File: src/sv/mchb_pkg.sv
// Shared types, widths and codes for the multi-click / hold button detector.
// No dependencies; imported by every module of the block.
package mchb_pkg;

  localparam int TIME_BITS  = 32;
  localparam int COUNT_BITS = 8;
  localparam int MS_BITS    = 16;
  localparam int REPORT_BITS = 8;
  localparam int CFG_IDX_BITS = 3;

  // stream payload widths, padded to whole bytes
  localparam int IN_TDATA_BITS  = ((TIME_BITS + 1 + 7) / 8) * 8;
  localparam int OUT_TDATA_BITS = ((REPORT_BITS + 7) / 8) * 8;

  localparam logic [COUNT_BITS-1:0] COUNT_MAX = '1;

  typedef enum logic {
    REQ_EDGE = 1'b0,
    REQ_POLL = 1'b1
  } req_type_t;

  typedef enum logic [1:0] {
    EV_NONE    = 2'd0,
    EV_CLICK   = 2'd1,
    EV_HOLD    = 2'd2,
    EV_RELEASE = 2'd3
  } event_kind_t;

  typedef enum logic [CFG_IDX_BITS-1:0] {
    CFG_ACTIVE_HIGH = 3'd0,
    CFG_SILENCE     = 3'd1,
    CFG_RESTART     = 3'd2,
    CFG_HOLD        = 3'd3,
    CFG_REPORT_WAIT = 3'd4
  } cfg_index_t;

  typedef struct packed {
    logic               active_high;
    logic [MS_BITS-1:0] silence_ms;
    logic [MS_BITS-1:0] restart_ms;
    logic [MS_BITS-1:0] hold_ms;
    logic [MS_BITS-1:0] report_wait_ms;
  } cfg_t;

  typedef struct packed {
    logic [TIME_BITS-1:0]  last_edge_time;
    logic [COUNT_BITS-1:0] clicks;
    logic                  holding;
  } state_t;

  typedef struct packed {
    event_kind_t            kind;
    logic [REPORT_BITS-1:0] count;
  } result_t;

  // reported count saturates at the width of the output field
  function automatic logic [REPORT_BITS-1:0] report_count(logic [COUNT_BITS-1:0] c);
    logic [REPORT_BITS-1:0] r;
    if (32'(c) > 32'((1 << REPORT_BITS) - 1)) begin
      r = '1;
    end else begin
      r = REPORT_BITS'(c);
    end
    return r;
  endfunction

endpackage

File: src/sv/mchb_step.sv
// Per-item decision logic: next state and result from current state and one request.
// Depends on mchb_pkg.
module mchb_step (
  input  mchb_pkg::cfg_t                     cfg,
  input  mchb_pkg::state_t                   st,
  input  mchb_pkg::req_type_t                req_type,
  input  logic [mchb_pkg::TIME_BITS-1:0]     now_ms,
  input  logic                               pin_level,
  output mchb_pkg::state_t                   st_next,
  output mchb_pkg::result_t                  res
);
  import mchb_pkg::*;

  logic [TIME_BITS-1:0]  delta;
  logic                  pressed;
  logic                  h;
  logic [COUNT_BITS-1:0] c;
  logic [TIME_BITS-1:0]  last;
  event_kind_t           kind;
  logic [REPORT_BITS-1:0] count;

  assign delta   = now_ms - st.last_edge_time;
  assign pressed = (pin_level == cfg.active_high);

  always_comb begin
    h     = st.holding;
    c     = st.clicks;
    last  = st.last_edge_time;
    kind  = EV_NONE;
    count = '0;

    unique case (req_type)
      REQ_EDGE: begin
        // every edge moves the timestamp, bounces included
        last = now_ms;
        if (delta >= TIME_BITS'(cfg.silence_ms)) begin
          if (pressed) begin
            if (delta > TIME_BITS'(cfg.restart_ms)) begin
              c = '0;
            end
          end else if (!h) begin
            if (c != COUNT_MAX) c = c + 1'b1;
          end
        end
      end
      REQ_POLL: begin
        priority if (!h && pressed && delta >= TIME_BITS'(cfg.hold_ms)) begin
          h = 1'b1;
          if (c != COUNT_MAX) c = c + 1'b1;
        end else if (c != '0 && !h && delta >= TIME_BITS'(cfg.restart_ms)) begin
          c = '0;
        end else if (h && !pressed) begin
          kind  = EV_RELEASE;
          count = report_count(c);
          h     = 1'b0;
          c     = '0;
        end

        if (h) begin
          kind  = EV_HOLD;
          count = report_count(c);
        end else if (c != '0 && delta > TIME_BITS'(cfg.report_wait_ms)) begin
          kind  = EV_CLICK;
          count = report_count(c);
          c     = '0;
        end
      end
      default: ;
    endcase

    st_next.last_edge_time = last;
    st_next.clicks         = c;
    st_next.holding        = h;
    res.kind               = kind;
    res.count              = count;
  end

endmodule

File: src/sv/multi_click_hold_button_detector.sv
// Top level of the multi-click / hold button detector: config registers, state, output buffer.
// Depends on mchb_pkg and mchb_step.
//
// Each request (a pin-change edge or a periodic poll, with timestamp and raw pin level)
// gives exactly one result: an event kind and a click count. A request is taken every
// cycle while input ready is high; its result is registered. The decision is a single pass
// of subtract-and-compare logic on the 32-bit timestamp difference, done as the request is
// taken, so state is ready for the next request in the very next cycle. A one-entry skid
// register behind the output lets the input accept one more request while the output is
// stalled; input ready drops only while the skid entry is full.
// Config writes are accepted every cycle and should be made only while the block is idle.
module multi_click_hold_button_detector (
  input  logic                                   clk,
  input  logic                                   rst,
  input  logic                                   s_axis_tvalid,
  output logic                                   s_axis_tready,
  // [31:0] now_ms, [32] pin_level, rest zero
  input  logic [mchb_pkg::IN_TDATA_BITS-1:0]     s_axis_tdata,
  // [0] req_type
  input  logic                                   s_axis_tuser,
  output logic                                   m_axis_tvalid,
  input  logic                                   m_axis_tready,
  // [7:0] click_count
  output logic [mchb_pkg::OUT_TDATA_BITS-1:0]    m_axis_tdata,
  // [1:0] event_kind
  output logic [1:0]                             m_axis_tuser,
  input  logic                                   cfg_valid,
  output logic                                   cfg_ready,
  input  logic [mchb_pkg::CFG_IDX_BITS-1:0]      cfg_index,
  input  logic [mchb_pkg::MS_BITS-1:0]           cfg_data
);
  import mchb_pkg::*;

  cfg_t      cfg;
  state_t    st;
  state_t    st_next;
  result_t   res;
  result_t   out_res;
  result_t   skid_res;
  logic      out_valid;
  logic      skid_valid;
  logic      in_acc;
  logic      out_take;
  req_type_t req_type;

  assign cfg_ready     = 1'b1;
  assign s_axis_tready = !skid_valid;
  assign in_acc        = s_axis_tvalid && s_axis_tready;
  assign out_take      = out_valid && m_axis_tready;
  assign req_type      = req_type_t'(s_axis_tuser);

  always_ff @(posedge clk) begin
    if (rst) begin
      cfg.active_high    <= 1'b1;
      cfg.silence_ms     <= MS_BITS'(50);
      cfg.restart_ms     <= MS_BITS'(1000);
      cfg.hold_ms        <= MS_BITS'(800);
      cfg.report_wait_ms <= MS_BITS'(400);
    end else if (cfg_valid) begin
      case (cfg_index)
        CFG_ACTIVE_HIGH: cfg.active_high    <= cfg_data[0];
        CFG_SILENCE:     cfg.silence_ms     <= cfg_data;
        CFG_RESTART:     cfg.restart_ms     <= cfg_data;
        CFG_HOLD:        cfg.hold_ms        <= cfg_data;
        CFG_REPORT_WAIT: cfg.report_wait_ms <= cfg_data;
        default: ;
      endcase
    end
  end

  mchb_step u_step (
    .cfg       (cfg),
    .st        (st),
    .req_type  (req_type),
    .now_ms    (s_axis_tdata[TIME_BITS-1:0]),
    .pin_level (s_axis_tdata[TIME_BITS]),
    .st_next   (st_next),
    .res       (res)
  );

  always_ff @(posedge clk) begin
    if (rst) begin
      st <= '0;
    end else if (in_acc) begin
      st <= st_next;
    end
  end

  // output register with one skid entry behind it
  always_ff @(posedge clk) begin
    if (rst) begin
      out_valid  <= 1'b0;
      skid_valid <= 1'b0;
    end else if (out_valid && !out_take) begin
      if (in_acc) skid_valid <= 1'b1;
    end else if (skid_valid) begin
      out_valid  <= 1'b1;
      skid_valid <= 1'b0;
    end else begin
      out_valid <= in_acc;
    end
  end

  always_ff @(posedge clk) begin
    if (out_valid && !out_take) begin
      if (in_acc) skid_res <= res;
    end else if (skid_valid) begin
      out_res <= skid_res;
    end else if (in_acc) begin
      out_res <= res;
    end
  end

  assign m_axis_tvalid = out_valid;
  assign m_axis_tuser  = out_res.kind;
  assign m_axis_tdata  = OUT_TDATA_BITS'(out_res.count);

endmodule

File: config.mk
export PLATFORM = sky130hd
export DESIGN_NAME = multi_click_hold_button_detector
export DESIGN_NICKNAME = d
export VERILOG_FILES = /design/src/sv/mchb_pkg.sv /design/src/sv/mchb_step.sv /design/src/sv/multi_click_hold_button_detector.sv
export SDC_FILE = /design/constraint.sdc
export NUM_CORES = 1
export LEC_CHECK = 0
export BUFFER_PORTS_ARGS = -buffer_cell sky130_fd_sc_hd__clkbuf_2
export CORE_MARGIN = 4
export CORE_UTILIZATION = 48
export CTS_CLUSTER_SIZE = 20
export DETAILED_ROUTE_END_ITERATION = 10
export HOLD_SLACK_MARGIN = 0.05
export MAX_ROUTING_LAYER = met4
export PLACE_DENSITY = 0.66
export SYNTH_ARGS = -nofsm -noshare
export SYNTH_HDL_FRONTEND = slang
export SYNTH_SLANG_ARGS = --single-unit
File: constraint.sdc
create_clock -name clk -period 11 [get_ports clk]
set_input_delay 0 -clock clk [delete_from_list [all_inputs] [get_ports clk]]
set_output_delay 0 -clock clk [all_outputs]
set_load 0.005 [all_outputs]
# Yosys cells after proc, flatten, opt, wreduce, memory -nomap -nowiden
# Index checks and enable logic that the tools add are counted.
# word_totals
out_inout_bits	13
ff_bits	128
elab_cells	91
# op_classes
n_lt_le_gt_ge	5
eq_ne	9
reduce_logical	28
n_mux	31
addsub	2
n_bitwise	2
# ops
cell	count
$mux 8	17
$ge 32x16->1	3
$gt 32x16->1	2
$sub 32x32->32	1
$mux 10	2
$reduce_and 2->1	9
$pmux 8 s2	1
$reduce_bool 8->1	2
$mux 2	6
$logic_and 1x1->1	9
$add 8x1->8 const B	1
$ne 8x8->1 const B	1
$eq 3x2->1 const B	2
$mux 1	5
$logic_not 1->1	4
$reduce_and 4->1	1
$eq 3x1->1 const B	1
$eq 3x3->1 const B	1
$logic_not 3->1	1
$ne 3x2->1 const B	1
$ne 3x3->1 const B	1
$ne 2x1->1 const B	1
$not 1->1	2
$reduce_bool 2->1	1
other kinds (2)	2

# Logic depth before layout (Yosys ltp)
# logic_depth
word_depth	14
mapped_depth	24
depth_no_buf	23

# Hierarchy
# Synthesis repeated with hierarchy kept, for this count alone.
# unflattened
cells_unflattened	1276
area_unflattened_um2	9708.1
# modules_own_cells
mod	instances	area_each_um2	cells_each	seq_area_each_um2
mchb_step	1	5187.5	771	0.0
multi_click_hold_button_detector	1	4520.6	505	2762.6

# Worst setup path before layout
# OpenSTA, ideal clock, no wires.
# synth_timing
path_type	register to register
from	register, netlist name st[13]
to	register out_res (netlist bit m_axis_tdata[2]), data pin
n_path_buf	1
slack_ns	6.592
arrival_ns	4.239
path_stages_with_launch	25
setup_ns	0.169
cell_sequence	dfxtp_1 > inv_1 > ha_1 > a21o_1 > a31o_1 > o21a_1 > o21ai_0 > nand2b_1 > a21oi_1 > o21bai_1 > xor2_1 > ha_1 > a21o_1 > a21o_1 > a21oi_1 > o211ai_1 > a21oi_1 > nand3_1 > a21oi_1 > o22ai_1 > mux2_4 > a21oi_2 > nor2_1 > buf_4 > o31ai_1
# synth_between
elab_chain_cells	13
# synth_rtl
element	line	source
$sub 32x32->32 *	mchb_step.sv:22	assign delta = now_ms - st.last_edge_time;
$ge 32x16->1	mchb_step.sv:50	end else if (c != '0 && !h && delta >= TIME_BITS'(cfg.restart_ms)) begin
$logic_and 1x1->1	mchb_step.sv:50	
$mux 8	mchb_step.sv:50	
$mux 8	mchb_step.sv:47	priority if (!h && pressed && delta >= TIME_BITS'(cfg.hold_ms)) begin
$mux 8	mchb_step.sv:32	unique case (req_type)
$reduce_bool 8->1	mchb_step.sv:62	end else if (c != '0 && delta > TIME_BITS'(cfg.report_wait_ms)) begin
$logic_and 1x1->1	mchb_step.sv:62	
$mux 8	mchb_step.sv:62	
$mux 8 *	mchb_step.sv:59	if (h) begin
$mux 8 *	mchb_step.sv:32	
$mux 10 *	multi_click_hold_button_detector.sv:109	end else if (in_acc) begin
$mux 10 *	multi_click_hold_button_detector.sv:107	end else if (skid_valid) begin
to (signal assigned)	multi_click_hold_button_detector.sv:108	out_res <= skid_res;
to (signal assigned)	multi_click_hold_button_detector.sv:110	out_res <= res;
to (decl)	multi_click_hold_button_detector.sv:38	result_t out_res;
# Mark *: on every way between the ends. The rest lies on a longest branch, timed or not. The select of a mux whose other input is x is not followed.
# A chain may end at the register's enable or synchronous reset.

# Worst setup path in the final report
# layout_timing
from	register, netlist name st[9]
to	register out_res (netlist bit m_axis_tdata[2]), data pin
# layout_between
elab_chain_cells	13
# layout_rtl
element	line
$sub 32x32->32 *	mchb_step.sv:22
$ge 32x16->1	mchb_step.sv:50
$logic_and 1x1->1	mchb_step.sv:50
$mux 8	mchb_step.sv:50
$mux 8	mchb_step.sv:47
$mux 8	mchb_step.sv:32
$reduce_bool 8->1	mchb_step.sv:62
$logic_and 1x1->1	mchb_step.sv:62
$mux 8	mchb_step.sv:62
$mux 8 *	mchb_step.sv:59
$mux 8 *	mchb_step.sv:32
$mux 10 *	multi_click_hold_button_detector.sv:109
$mux 10 *	multi_click_hold_button_detector.sv:107
# Marks and branches as above.

==> results.toml <==
[synth]
synth_commonest_cells = "256 x nand2_1, 143 x a21oi_1, 108 x dfxtp_1"
netlist_instances = 1185
async_reset_ff_frac = 0
yosysUniqueCellTypes = 76
ys_ff_latch = 128
synth_compound_area_frac = 0.250
synth_top_family_by_area = "compound AO/OA/AOI/OAI gates"
muxShareOfSynthArea = 0.00504
post-synth-top-count-cell = "nand2_1"
synth_xor_xnor_area_share = 0.0216
syn-num-nets = 1348
yosysSeqAreaShare = 0.309
synth.area.top_cells = "dfxtp_1 24%, ha_1 14%, nand2_1 11%, a21oi_1 8.0%, edfxtp_1 6.7%"
syn_area_um2 = 8940
synth_ff_type = "dfxtp_1"
synth-edff-count = 20
ys_warn_count = 0
synth_area_per_cell_um2 = 7.55
yosysTopAreaCellShare = 0.242
yosys.area_share.simple = 0.209
yosys.area_share.adder = 0.138
synth_top_cell_by_area = "dfxtp_1"

[drt]
routedWlPerCell_um = 16.0
wl_met1_mm = 11.5
drc = 0
dr.first_iter.drc_count = 574
viasPerCell = 5.66
routed-wl-met3_um = 982
routed_wl_mm = 24.4
wl_met2_mm = 11.5
topRoutingLayerUsed = "met4"
dr.pass1.iters = 5
ant_nets = 0
via_count = 8622

[cts]
clockRootBuffer = "clkbuf_16"
clkSlewWorstSetupHoldPaths_ps = 60
clk_latency_ps = 430
cts_sinks = 128
ctsLongestPathBuffers = 2
cts_tree = "built"
cts_made_buffers = 17
cts_resized = 0
htree_levels = 4

[global_routing]
overflow = 0
track_usage = 0.251
grt_pass1_vias = 8049
grt_pass1_wl_mm = 40.8
grt_start_max_net_pins = 91
antenna_found_initial = 0

[placed_design]
dp_cells = 1439
io_buffer_count = 69
dp_hpwl_mm = 17.5
gp_congestion = 0.902

[floorplan]
io_pins = 78
start_util = 0.493
rows = 49
core_um2 = 18100
dieArea_um2 = 20900
dieHeight_um = 144
die_w_um = 144

[setup_path]
cp_max_fo = 12
r2r_slack_ps = 5230
r2r_end = "m_axis_tdata[2]$_DFFE_PP_"
r2r_start = "st[9]$_SDFFE_PP0P_"
cp.arrival_ps = 5920
crit_path_end_kind = "flop"
startpoint_type = "flop"
reg2reg_depth = 18
crit_type = "flop to flop"
worstPathRequired_ps = 11150
critPathLaunch = "st[9]$_SDFFE_PP0P_"

[min_path]
hp-class = "primary input to flop"
hp-start = "cfg_valid"
min_to = "cfg[64]$_SDFFE_PP1P_"
whs_path_depth = 4

[timing]
clock_skew_ps = 9.51
worst_slew_pin_slew_ps = 1030
setup_violations = 0
tns_ps = 0
slew_headroom = 0.315
clock.fmax_ghz = 0.173
fin_crit_ps = 5770
drv_slew = 0
hold_viol = 0
post-route-period-util = 0.524
hold_ws_ps = 74.7
rsz0062_at_grt = "false"

[flow_run]
max-cap-violations = 0

[layout]
fin_cells = 1524
fin_util = 0.580
finalNetCount = 1445
num_antenna_cells = 0
drive_gt1_frac = 0.0927
syn2layout_area_growth_pct = 17.7

[power]
finalPower_mw = 1.44
power_density_nw_per_um2 = 137
ir_drop_v = 0.000114
p_leak_nw = 4.19

[status]
outcome = "complete, no violations"
worst max path at each step:
stage | to | cells past startpoint
floorplan | m_axis_tdata[2]$_DFFE_PP_ | 24
global placement | m_axis_tdata[0]$_DFFE_PP_ | 18
detailed placement | m_axis_tdata[2]$_DFFE_PP_ | 18
CTS | m_axis_tdata[2]$_DFFE_PP_ | 18
global route | m_axis_tdata[0]$_DFFE_PP_ | 18
finish | m_axis_tdata[2]$_DFFE_PP_ | 18
registers in the layout, indices dropped and copies added, names as in the netlist:
signal / flops
st: 41
m_axis_tuser: 2
skid_res: 10
skid_valid: 1
m_axis_tvalid: 1
cfg: 65
m_axis_tdata: 8
placed cells by master (no fill, tap or decap), types with 15 or more instances in the layout:
| cell type | count |
|---|---|
| clkbuf_2 | 68 |
| edfxtp_1 | 20 |
| nor3_1 | 15 |
| a21o_1 | 30 |
| nand3_1 | 20 |
| dlygate4sd3_1 | 53 |
| dfxtp_1 | 108 |
| o21ai_0 | 44 |
| inv_1 | 107 |
| a21oi_1 | 143 |
| nor2_1 | 59 |
| ha_1 | 97 |
| o211ai_1 | 20 |
| nand2_1 | 256 |
| clkbuf_16 | 17 |
| xnor2_1 | 15 |
per-layer routing:
layer	track usage	vias to the layer above
met5	-	-
met4	0.0628	0
met3	0.0410	35
met2	0.402	208
met1	0.332	4022
li1	-	4357
repair_timing:
action | 4_1_cts | 5_1_grt
hold buffers | 53 | 0
endpoints found under the hold margin | 100 | 0
buffers inserted | 0 | 0
worst max-delay path, cell delays in order, from the launching register on:
cell and delay [ps]:
dfxtp_1 310, ha_1 210, fa_1 410, nor2b_1 230, o2111ai_1 220, a21oi_1 340, o21ai_0 180, xnor2_1 490
ha_1 350, a211o_1 320, a2111oi_0 340, o21ai_0 180, o311ai_0 140, buf_4 210, nor3b_2 410, a211o_1 190
a21oi_2 90, nor2_1 670, o31ai_1 180
area by class of cell:
type | instances | area [µm²]
flip-flops and latches | 128 | 2760
repair buffers | 128 | 921
clock buffers | 17 | 425
clock inverters | 15 | 146
inverters | 107 | 402
multi-input cells | 900 | 5580
fillers | 1707 | 7620
well taps | 229 | 287
metrics by stage:
| step | area (µm²) | worst slack, ps |
|---|---|---|
| global placement | 9420 | 5390 |
| detailed placement | 9420 | 5340 |
| finish | 10500 | 5230 |
| floorplan | 8940 | 6590 |
| CTS | 10500 | 5220 |
| global route | 10500 | 4610 |
report_power, final:
group	leakage, nW	internal, mW	total (mW)	switching [mW]
sequential	1.07	0.495	0.508	0.0136
clock	0.264	0.331	0.553	0.222
combinational	2.86	0.156	0.381	0.226
total	4.19	0.981	1.44	0.462
kinds of logic after synthesis:
group	after synthesis
DFF	128
muxes	4
AOI/OAI and AO/OA	350
other	1
buffers and inverters	157
adders and majority gates	98
xor gates and xnor gates	22
and+or+nand+nor	425
(Power assumes the default switching activity.)
